[config.mk]
export PLATFORM = sky130hd
export DESIGN_NAME = lru_key_value_cache
export DESIGN_NICKNAME = d
export VERILOG_FILES = /design/src/rtl/lkvc_pkg.sv /design/src/rtl/lkvc_store.sv /design/src/rtl/lru_key_value_cache.sv
export SDC_FILE = /design/constraint.sdc
export NUM_CORES = 2
export LEC_CHECK = 0
export BUFFER_PORTS_ARGS = -buffer_cell sky130_fd_sc_hd__buf_2
export CAP_MARGIN = 10
export CELL_PAD_IN_SITES_DETAIL_PLACEMENT = 1
export CELL_PAD_IN_SITES_GLOBAL_PLACEMENT = 1
export CORE_ASPECT_RATIO = 1.25
export CORE_MARGIN = 3
export CORE_UTILIZATION = 50
export DETAILED_ROUTE_END_ITERATION = 6
export HOLD_SLACK_MARGIN = 0.05
export PLACE_DENSITY = 0.86
export SYNTH_ARGS = -nofsm -noshare
export SYNTH_HDL_FRONTEND = slang
export SYNTH_SLANG_ARGS = --single-unit
export TNS_END_PERCENT = 5
[constraint.sdc]
create_clock -name i_clk -period 9.9 [get_ports i_clk]
set_input_delay 0.99 -clock i_clk [delete_from_list [all_inputs] [get_ports i_clk]]
set_output_delay 0.99 -clock i_clk [all_outputs]
set_load 0.02 [all_outputs]
[src/rtl/lkvc_pkg.sv]
// ============================================================================
// lkvc_pkg
// Shared types and constants for the LRU key/value cache: store geometry,
// operation codes and the request and result records.
// ============================================================================
package lkvc_pkg;

    // Store geometry
    localparam int ENTRIES = 16;
    localparam int IDX_W   = (ENTRIES > 1) ? $clog2(ENTRIES) : 1;
    localparam int AGE_W   = IDX_W;
    localparam int OCC_W   = $clog2(ENTRIES + 1);

    // Field widths
    localparam int KEY_W  = 32;
    localparam int DATA_W = 32;
    localparam int CAP_W  = 5;

    // Capacity register reset value and miss marker
    localparam logic [CAP_W-1:0]         CAP_RESET = CAP_W'(16);
    localparam logic signed [DATA_W-1:0] MISS_DATA = -DATA_W'(1);

    // Operation codes
    typedef enum logic {
        KIND_GET = 1'b0,
        KIND_PUT = 1'b1
    } t_kind;

    // One request as held in the input register
    typedef struct packed {
        t_kind                    kind;
        logic signed [KEY_W-1:0]  key;
        logic signed [DATA_W-1:0] value;
    } t_req;

    // One result as produced by the store
    typedef struct packed {
        logic                     hit;
        logic signed [DATA_W-1:0] data;
        logic                     evicted;
    } t_res;

endpackage

[src/rtl/lkvc_store.sv]
// ============================================================================
// lkvc_store
// Fully associative entry store: parallel key compare, recency ranks,
// eviction of the oldest ranks and insertion into the lowest free slot,
// all resolved combinationally for each request.
// ============================================================================
module lkvc_store (
    input  logic                            i_clk,
    input  logic                            i_rst_n,
    input  logic                            i_en,
    input  lkvc_pkg::t_req                  i_req,
    input  logic [lkvc_pkg::CAP_W-1:0]      i_cap,
    output lkvc_pkg::t_res                  o_res,
    output logic [lkvc_pkg::OCC_W-1:0]      o_occ
);

    localparam int N = lkvc_pkg::ENTRIES;

    logic signed [lkvc_pkg::KEY_W-1:0]  r_key [N];
    logic signed [lkvc_pkg::DATA_W-1:0] r_val [N];
    logic [N-1:0]                       r_valid;
    logic [N-1:0]                       n_valid;
    logic [lkvc_pkg::AGE_W-1:0]         r_age [N];
    logic [lkvc_pkg::AGE_W-1:0]         n_age [N];
    logic [lkvc_pkg::OCC_W-1:0]         r_occ;
    logic [lkvc_pkg::OCC_W-1:0]         n_occ;

    logic [N-1:0]                       match;
    logic                               hit;
    logic signed [lkvc_pkg::DATA_W-1:0] hit_val;
    logic [lkvc_pkg::AGE_W-1:0]         hit_age;
    logic [lkvc_pkg::OCC_W-1:0]         cap;
    logic [lkvc_pkg::OCC_W-1:0]         cap_m1;
    logic                               is_put;
    logic                               do_evict;
    logic [N-1:0]                       evict_mask;
    logic [N-1:0]                       free;
    logic [N-1:0]                       ins;

    // Clamp the capacity register into 1..ENTRIES
    always_comb begin
        if (i_cap == '0) begin
            cap = lkvc_pkg::OCC_W'(1);
        end else if (int'(i_cap) > N) begin
            cap = lkvc_pkg::OCC_W'(N);
        end else begin
            cap = lkvc_pkg::OCC_W'(i_cap);
        end
        cap_m1 = cap - lkvc_pkg::OCC_W'(1);
    end

    // Compare every valid entry with the key; keys are unique, so OR the hits
    always_comb begin
        hit_val = '0;
        hit_age = '0;
        for (int i = 0; i < N; i++) begin
            match[i] = r_valid[i] && (r_key[i] == i_req.key);
            if (match[i]) begin
                hit_val = hit_val | r_val[i];
                hit_age = hit_age | r_age[i];
            end
        end
        hit = |match;
    end

    // On a put miss at capacity, drop every entry ranked cap-1 or older
    always_comb begin
        is_put   = (i_req.kind == lkvc_pkg::KIND_PUT);
        do_evict = is_put && !hit && (r_occ >= cap);
        for (int i = 0; i < N; i++) begin
            evict_mask[i] = do_evict && r_valid[i] &&
                            (lkvc_pkg::OCC_W'(r_age[i]) >= cap_m1);
        end
        free = ~r_valid | evict_mask;
        // Lowest free slot as a one-hot vector
        ins  = free & (~free + N'(1));
    end

    // Next ranks, valid bits and occupancy
    always_comb begin
        n_valid = r_valid;
        n_occ   = r_occ;
        for (int i = 0; i < N; i++) begin
            n_age[i] = r_age[i];
            if (hit) begin
                if (match[i]) begin
                    n_age[i] = '0;
                end else if (r_valid[i] && (r_age[i] < hit_age)) begin
                    n_age[i] = r_age[i] + lkvc_pkg::AGE_W'(1);
                end
            end else if (is_put) begin
                if (ins[i]) begin
                    n_valid[i] = 1'b1;
                    n_age[i]   = '0;
                end else if (evict_mask[i]) begin
                    // Drop an evicted entry that the new key does not reuse
                    n_valid[i] = 1'b0;
                    n_age[i]   = '0;
                end else if (r_valid[i]) begin
                    n_age[i] = r_age[i] + lkvc_pkg::AGE_W'(1);
                end
            end
        end
        if (!hit && is_put) begin
            n_occ = do_evict ? cap : (r_occ + lkvc_pkg::OCC_W'(1));
        end
    end

    // Advance control state
    always_ff @(posedge i_clk) begin
        if (!i_rst_n) begin
            r_valid <= '0;
            r_occ   <= '0;
            for (int i = 0; i < N; i++) begin
                r_age[i] <= '0;
            end
        end else if (i_en) begin
            r_valid <= n_valid;
            r_occ   <= n_occ;
            for (int i = 0; i < N; i++) begin
                r_age[i] <= n_age[i];
            end
        end
    end

    // Write keys and values: overwrite on a put hit, fill on a put miss
    always_ff @(posedge i_clk) begin
        if (i_en && is_put) begin
            for (int i = 0; i < N; i++) begin
                if (hit ? match[i] : ins[i]) begin
                    r_val[i] <= i_req.value;
                end
                if (!hit && ins[i]) begin
                    r_key[i] <= i_req.key;
                end
            end
        end
    end

    // Form the result
    always_comb begin
        o_res.hit     = hit;
        o_res.evicted = do_evict;
        if (is_put) begin
            o_res.data = i_req.value;
        end else if (hit) begin
            o_res.data = hit_val;
        end else begin
            o_res.data = lkvc_pkg::MISS_DATA;
        end
    end

    assign o_occ = r_occ;

endmodule

[src/rtl/lru_key_value_cache.sv]
// ============================================================================
// lru_key_value_cache
// Fully associative key/value cache with least-recently-used replacement.
// ============================================================================
// A request is held in the input register; when it advances, the same edge
// updates the store and loads the result register.
// Throughput: one request per cycle while results drain; the combinational store
// lookup and rank update set the rate; only a waiting result stalls it.
// Reset (synchronous, active low): store empty, capacity register 16.
// ============================================================================
module lru_key_value_cache (
    input  logic                                 i_clk,
    input  logic                                 i_rst_n,
    input  logic                                 i_in_valid,
    output logic                                 o_in_ready,
    input  logic                                 i_kind,
    input  logic signed [lkvc_pkg::KEY_W-1:0]    i_key,
    input  logic signed [lkvc_pkg::DATA_W-1:0]   i_value,
    output logic                                 o_out_valid,
    input  logic                                 i_out_ready,
    output logic                                 o_hit,
    output logic signed [lkvc_pkg::DATA_W-1:0]   o_data,
    output logic                                 o_evicted,
    input  logic                                 i_cfg_we,
    input  logic [lkvc_pkg::CAP_W-1:0]           i_cfg_wdata
);

    logic [lkvc_pkg::CAP_W-1:0] r_cap;
    logic                       r_in_valid;
    lkvc_pkg::t_req             r_req;
    logic                       r_out_valid;
    lkvc_pkg::t_res             r_res;
    lkvc_pkg::t_res             lookup;
    logic [lkvc_pkg::OCC_W-1:0] occ;
    logic                       advance;

    // Process the held request when the result register is free or draining
    assign advance    = r_in_valid && (!r_out_valid || i_out_ready);
    assign o_in_ready = !r_in_valid || advance;

    // Capacity register
    always_ff @(posedge i_clk) begin
        if (!i_rst_n) begin
            r_cap <= lkvc_pkg::CAP_RESET;
        end else if (i_cfg_we) begin
            r_cap <= i_cfg_wdata;
        end
    end

    // Input register: take a new request whenever there is room
    always_ff @(posedge i_clk) begin
        if (!i_rst_n) begin
            r_in_valid <= 1'b0;
        end else if (o_in_ready) begin
            r_in_valid <= i_in_valid;
        end
    end

    always_ff @(posedge i_clk) begin
        if (o_in_ready && i_in_valid) begin
            r_req.kind  <= lkvc_pkg::t_kind'(i_kind);
            r_req.key   <= i_key;
            r_req.value <= i_value;
        end
    end

    lkvc_store u_store (
        .i_clk   (i_clk),
        .i_rst_n (i_rst_n),
        .i_en    (advance),
        .i_req   (r_req),
        .i_cap   (r_cap),
        .o_res   (lookup),
        .o_occ   (occ)
    );

    // Result register: load on advance, drop once taken
    always_ff @(posedge i_clk) begin
        if (!i_rst_n) begin
            r_out_valid <= 1'b0;
        end else if (advance) begin
            r_out_valid <= 1'b1;
        end else if (i_out_ready) begin
            r_out_valid <= 1'b0;
        end
    end

    always_ff @(posedge i_clk) begin
        if (advance) begin
            r_res <= lookup;
        end
    end

    assign o_out_valid = r_out_valid;
    assign o_hit       = r_res.hit;
    assign o_data      = r_res.data;
    assign o_evicted   = r_res.evicted;

    // Occupancy never exceeds the number of slots
    a_occ_bound: assert property (@(posedge i_clk) disable iff (!i_rst_n)
        int'(occ) <= lkvc_pkg::ENTRIES)
        else $error("occupancy above slot count");

    // Eviction only on a put that missed
    a_evict_put_miss: assert property (@(posedge i_clk) disable iff (!i_rst_n)
        advance && lookup.evicted |->
            (r_req.kind == lkvc_pkg::KIND_PUT) && !lookup.hit)
        else $error("eviction outside a put miss");

    // A processed put leaves the store non-empty
    a_put_fills: assert property (@(posedge i_clk) disable iff (!i_rst_n)
        advance && (r_req.kind == lkvc_pkg::KIND_PUT) |=> occ != '0)
        else $error("store empty after put");

    // A get never changes occupancy
    a_get_keeps_occ: assert property (@(posedge i_clk) disable iff (!i_rst_n)
        advance && (r_req.kind == lkvc_pkg::KIND_GET) |=> $stable(occ))
        else $error("get changed occupancy");

endmodule
==> out/qor.csv <==
stage;metric;value;unit
layout;nets;4030;
synthesis;synth_cell_types;71;
critical_path;worstPathRequired;10270;ps
detailed_routing;dr_wl_met2;94.43;mm
timing;timing.setup.tns;0;ps
floorplan;die_x;298.1;µm
detailed_routing;viasPerCell;7.228;
clocking;clock_latency;760;ps
detailed_routing;drc_errors;0;
grt;grt_use_total;35.72;%
clocking;cts_resized;0;
placed_design;dp_hpwl;110.7;mm
synthesis;synthCells;3668;
grt;antenna_found_initial;8;
layout;postLayoutCoreUtil;56.10;%
placed_design;place_congestion;0.9632;
timing;drv_slew;0;
critical_path;crit_type;flop to flop;
layout;syn_to_final_growth;10.98;%
timing;rsz0062_at_grt;no;
clocking;path_clk_slew;70;ps
timing;finClkSkew;44.74;ps
layout;nFillCells;10025;
placed_design;port_buffers;110;
detailed_routing;vias;38509;
synthesis;syn-num-nets;3878;
detailed_routing;top_layer_used;met5;
grt;grt_pass1_wl;286.0;mm
detailed_routing;detail-route-antenna-nets;0;
job;drv_cap;0;
grt;grt_max_degree;65;
timing;min_period_over_period;78.38;%
synthesis;synthesis.area;0.05333;mm²
critical_path;crit_chain;buf_4 -> xor2_1 -> or4_1 -> nor4_1 -> and3_2 -> buf_4 -> or4_4 -> or4_1 -> o311ai_1 -> or2_2 -> a21oi_4 -> a21o_2;
critical_path;critical_path.startpoint_type;flop;
grt;gr-total-overflow;0;
power;power.density;183.2;mW/mm²
power;p_comb_share;5.8;%
floorplan;die_height;371.1;µm
synthesis;synth_area_per_cell;14.54;µm²
floorplan;core_area;0.1055;mm²
clocking;cts-hold-fix-buffers;0;
critical_path;crit_path_end_kind;flop;
synthesis;synth-seq-cells;1215;
synthesis;synthArstFlopShare;0;%
critical_path;r2r_start;r_req[44];
floorplan;dieArea;0.1106;mm²
power;p_total;10.84;mW
detailed_routing;drt_iter0_markers;6007;
floorplan;initial_core_util;50.55;%
synthesis;ys_warn_count;0;
clocking;cts_tree;yes;
status;status;finished clean;
layout;final_area;0.05919;mm²
power;p_clk_share;40.5;%
synthesis;synthFlopType;edfxtp_1;
detailed_routing;wl_per_cell;37.84;µm
min_path;holdCritStartpoint;i_value[26];
critical_path;critPathLaunch;r_req[44];
placed_design;dpl_cell_area;0.05552;mm²
floorplan;io_pins;111;
min_path;whs_path_depth;1;
timing;layout_min_cycle_time;7760;ps
critical_path;slowest_delay;1080;ps
power;power.switching;2.625;mW
grt;grt_pass1_vias;40409;
timing;hold_viol;0;
detailed_routing;wl_met3;24.40;mm
clocking;cts_buffer_depth;3;
synthesis;ys_seq_area_share;67.89;%
detailed_routing;wl;201.6;mm
power;p_int;8.217;mW
timing;holdWs;416.2;ps
clocking;numCtsBuffers;108;
min_path;hold_path_class;input port to flop;
critical_path;reg2regPathDepth;12;
critical_path;cp.arrival;8130;ps
synthesis;synth_edf_count;1187;
critical_path;critical-path-slowest-cell;edfxtp_1;
power;peakVddDrop;0.0002090;V
timing;tightest_slew;1266;ps
timing;timing.fmax;128.9;MHz
clocking;cts-root-buf;clkbuf_16;
critical_path;critPathMaxFanout;39;
detailed_routing;wl_met1;63.49;mm
floorplan;rows;133;
timing;setup_viol;0;
timing;max-slew-margin-rel;15.30;%
clocking;clkSinkCount;1215;
detailed_routing;dr.pass1.iters;6;
clocking;post-cts-setup-buffers;0;
clocking;cts_max_level;3;
power;swShare;24.21;%
power;seqPwrFrac;53.7;%
power;p_leak;19.11;nW
layout;drive_above_1_share;10.93;%
power groups by stage:
stage / clock (mW) / combinational (mW) / sequential (mW)
6_report: 4.39 / 0.631 / 5.82
5_1_grt: 4.54 / 0.660 / 5.82
4_1_cts: 4.35 / 0.607 / 5.81
3_5_place_dp: 0 / 0.578 / 5.92
3_3_place_gp: 0 / 0.538 / 5.91
2_1_floorplan: 0 / 0.365 / 5.88
through the flow:
| stage | cells | setup WS, ps |
|---|---|---|
| after floorplan | 3668 | 1699 |
| after global placement | 5120 | 2791 |
| after detailed placement | 5120 | 2518 |
| after CTS | 5315 | 2375 |
| after global routing | 5322 | 2070 |
| final | 5328 | 2140 |
cells in the final DEF, fill, tap and decap left out, drive strengths merged, types with 19 or more instances in the layout:
cell    Yosys  routed
edfxtp   1187    1187
xnor2     447     447
nand4     237     237
buf        80     214
a22oi     152     152
clkbuf     92     137
ha        135     135
nor2      127     127
nand2     106     106
inv        98     106
nand3     101     101
nor4       93      93
a21oi      91      91
nand2b     89      89
nor3       73      73
xor2       68      68
a221oi     65      65
a22o       64      64
o21ai      63      63
a21o       38      38
clkinv      1      37
and3       35      35
dfxtp      28      28
o31ai      19      19
worst max-delay path, delay by kind of cell, from the launching register on:
family                 cells  cell delay (ps)
AND/OR/NAND/NOR            6             2810
buffers and inverters      2             1130
flip-flops                 1             1080
XOR/XNOR                   1              140
AO/OA/AOI/OAI              3             2130
worst paths after layout:
check,to,slack (ps)
worst max-delay path,u_store.r_val[1][51],2140
worst min-delay path,r_req[26],420
worst max register to register,u_store.r_val[1][51],2140
worst min register to register,u_store.o_occ[4],540
flip-flops by register name, summed over array words and instances, names as in the netlist:
| signal | cells |
|---|---|
| o_data | 32 |
| o_evicted | 1 |
| o_hit | 1 |
| o_out_valid | 1 |
| r_cap | 5 |
| r_in_valid | 1 |
| r_req | 65 |
| u_store.o_occ | 5 |
| u_store.r_age | 64 |
| u_store.r_key | 512 |
| u_store.r_val | 512 |
| u_store.r_valid | 16 |
per-layer routing:
layer,global-route usage (%),up-vias
li1,-,14552
met1,39.86,18938
met2,58.03,3840
met3,9.273,1175
met4,29.11,4
met5,0.04409,-
Yosys cell counts (28+ instances only):
cell,n,share of area (%)
nand4_1,237,2.8
a221oi_1,65,1.1
buf_6,33,0.70
a22o_1,64,1.1
edfxtp_1,1187,67
nor3_1,73,0.69
o21ai_0,60,0.56
nand2_1,106,0.75
a21o_1,38,0.53
xnor2_1,447,7.3
and3_1,35,0.41
nor4_1,92,1.1
a21oi_1,91,0.85
xor2_1,67,1.1
nand3_1,101,0.95
inv_1,97,0.68
a22oi_1,152,2.1
ha_1,135,3.2
dfxtp_1,28,1.1
clkbuf_1,92,0.65
nor2_1,125,0.88
nand2b_1,89,1.0
buf_4,31,0.44
layout make-up:
class	instances	area [µm²]	area share (%)
Multi-Input combinational cell	2182	15890	26.84
Inverter	99	371.6	0.6278
Antenna cell	6	15.01	0.02537
Clock buffer	137	2854	4.822
Timing Repair Buffer	214	1456	2.461
Tap cell	1417	1773	2.995
Clock inverter	58	624.3	1.055
Sequential cell	1215	36200	61.17
cell families after synthesis:
| group | count (synthesis) | synth area share, % |
|---|---|---|
| flops | 1215 | 67.89 |
| simple gates | 956 | 10.01 |
| compound gates | 568 | 7.639 |
| xor+xnor | 515 | 8.472 |
| buf+inv | 271 | 2.672 |
| fa+ha+maj | 135 | 3.167 |
| mux | 8 | 0.1502 |
(Power assumes the default switching activity.)
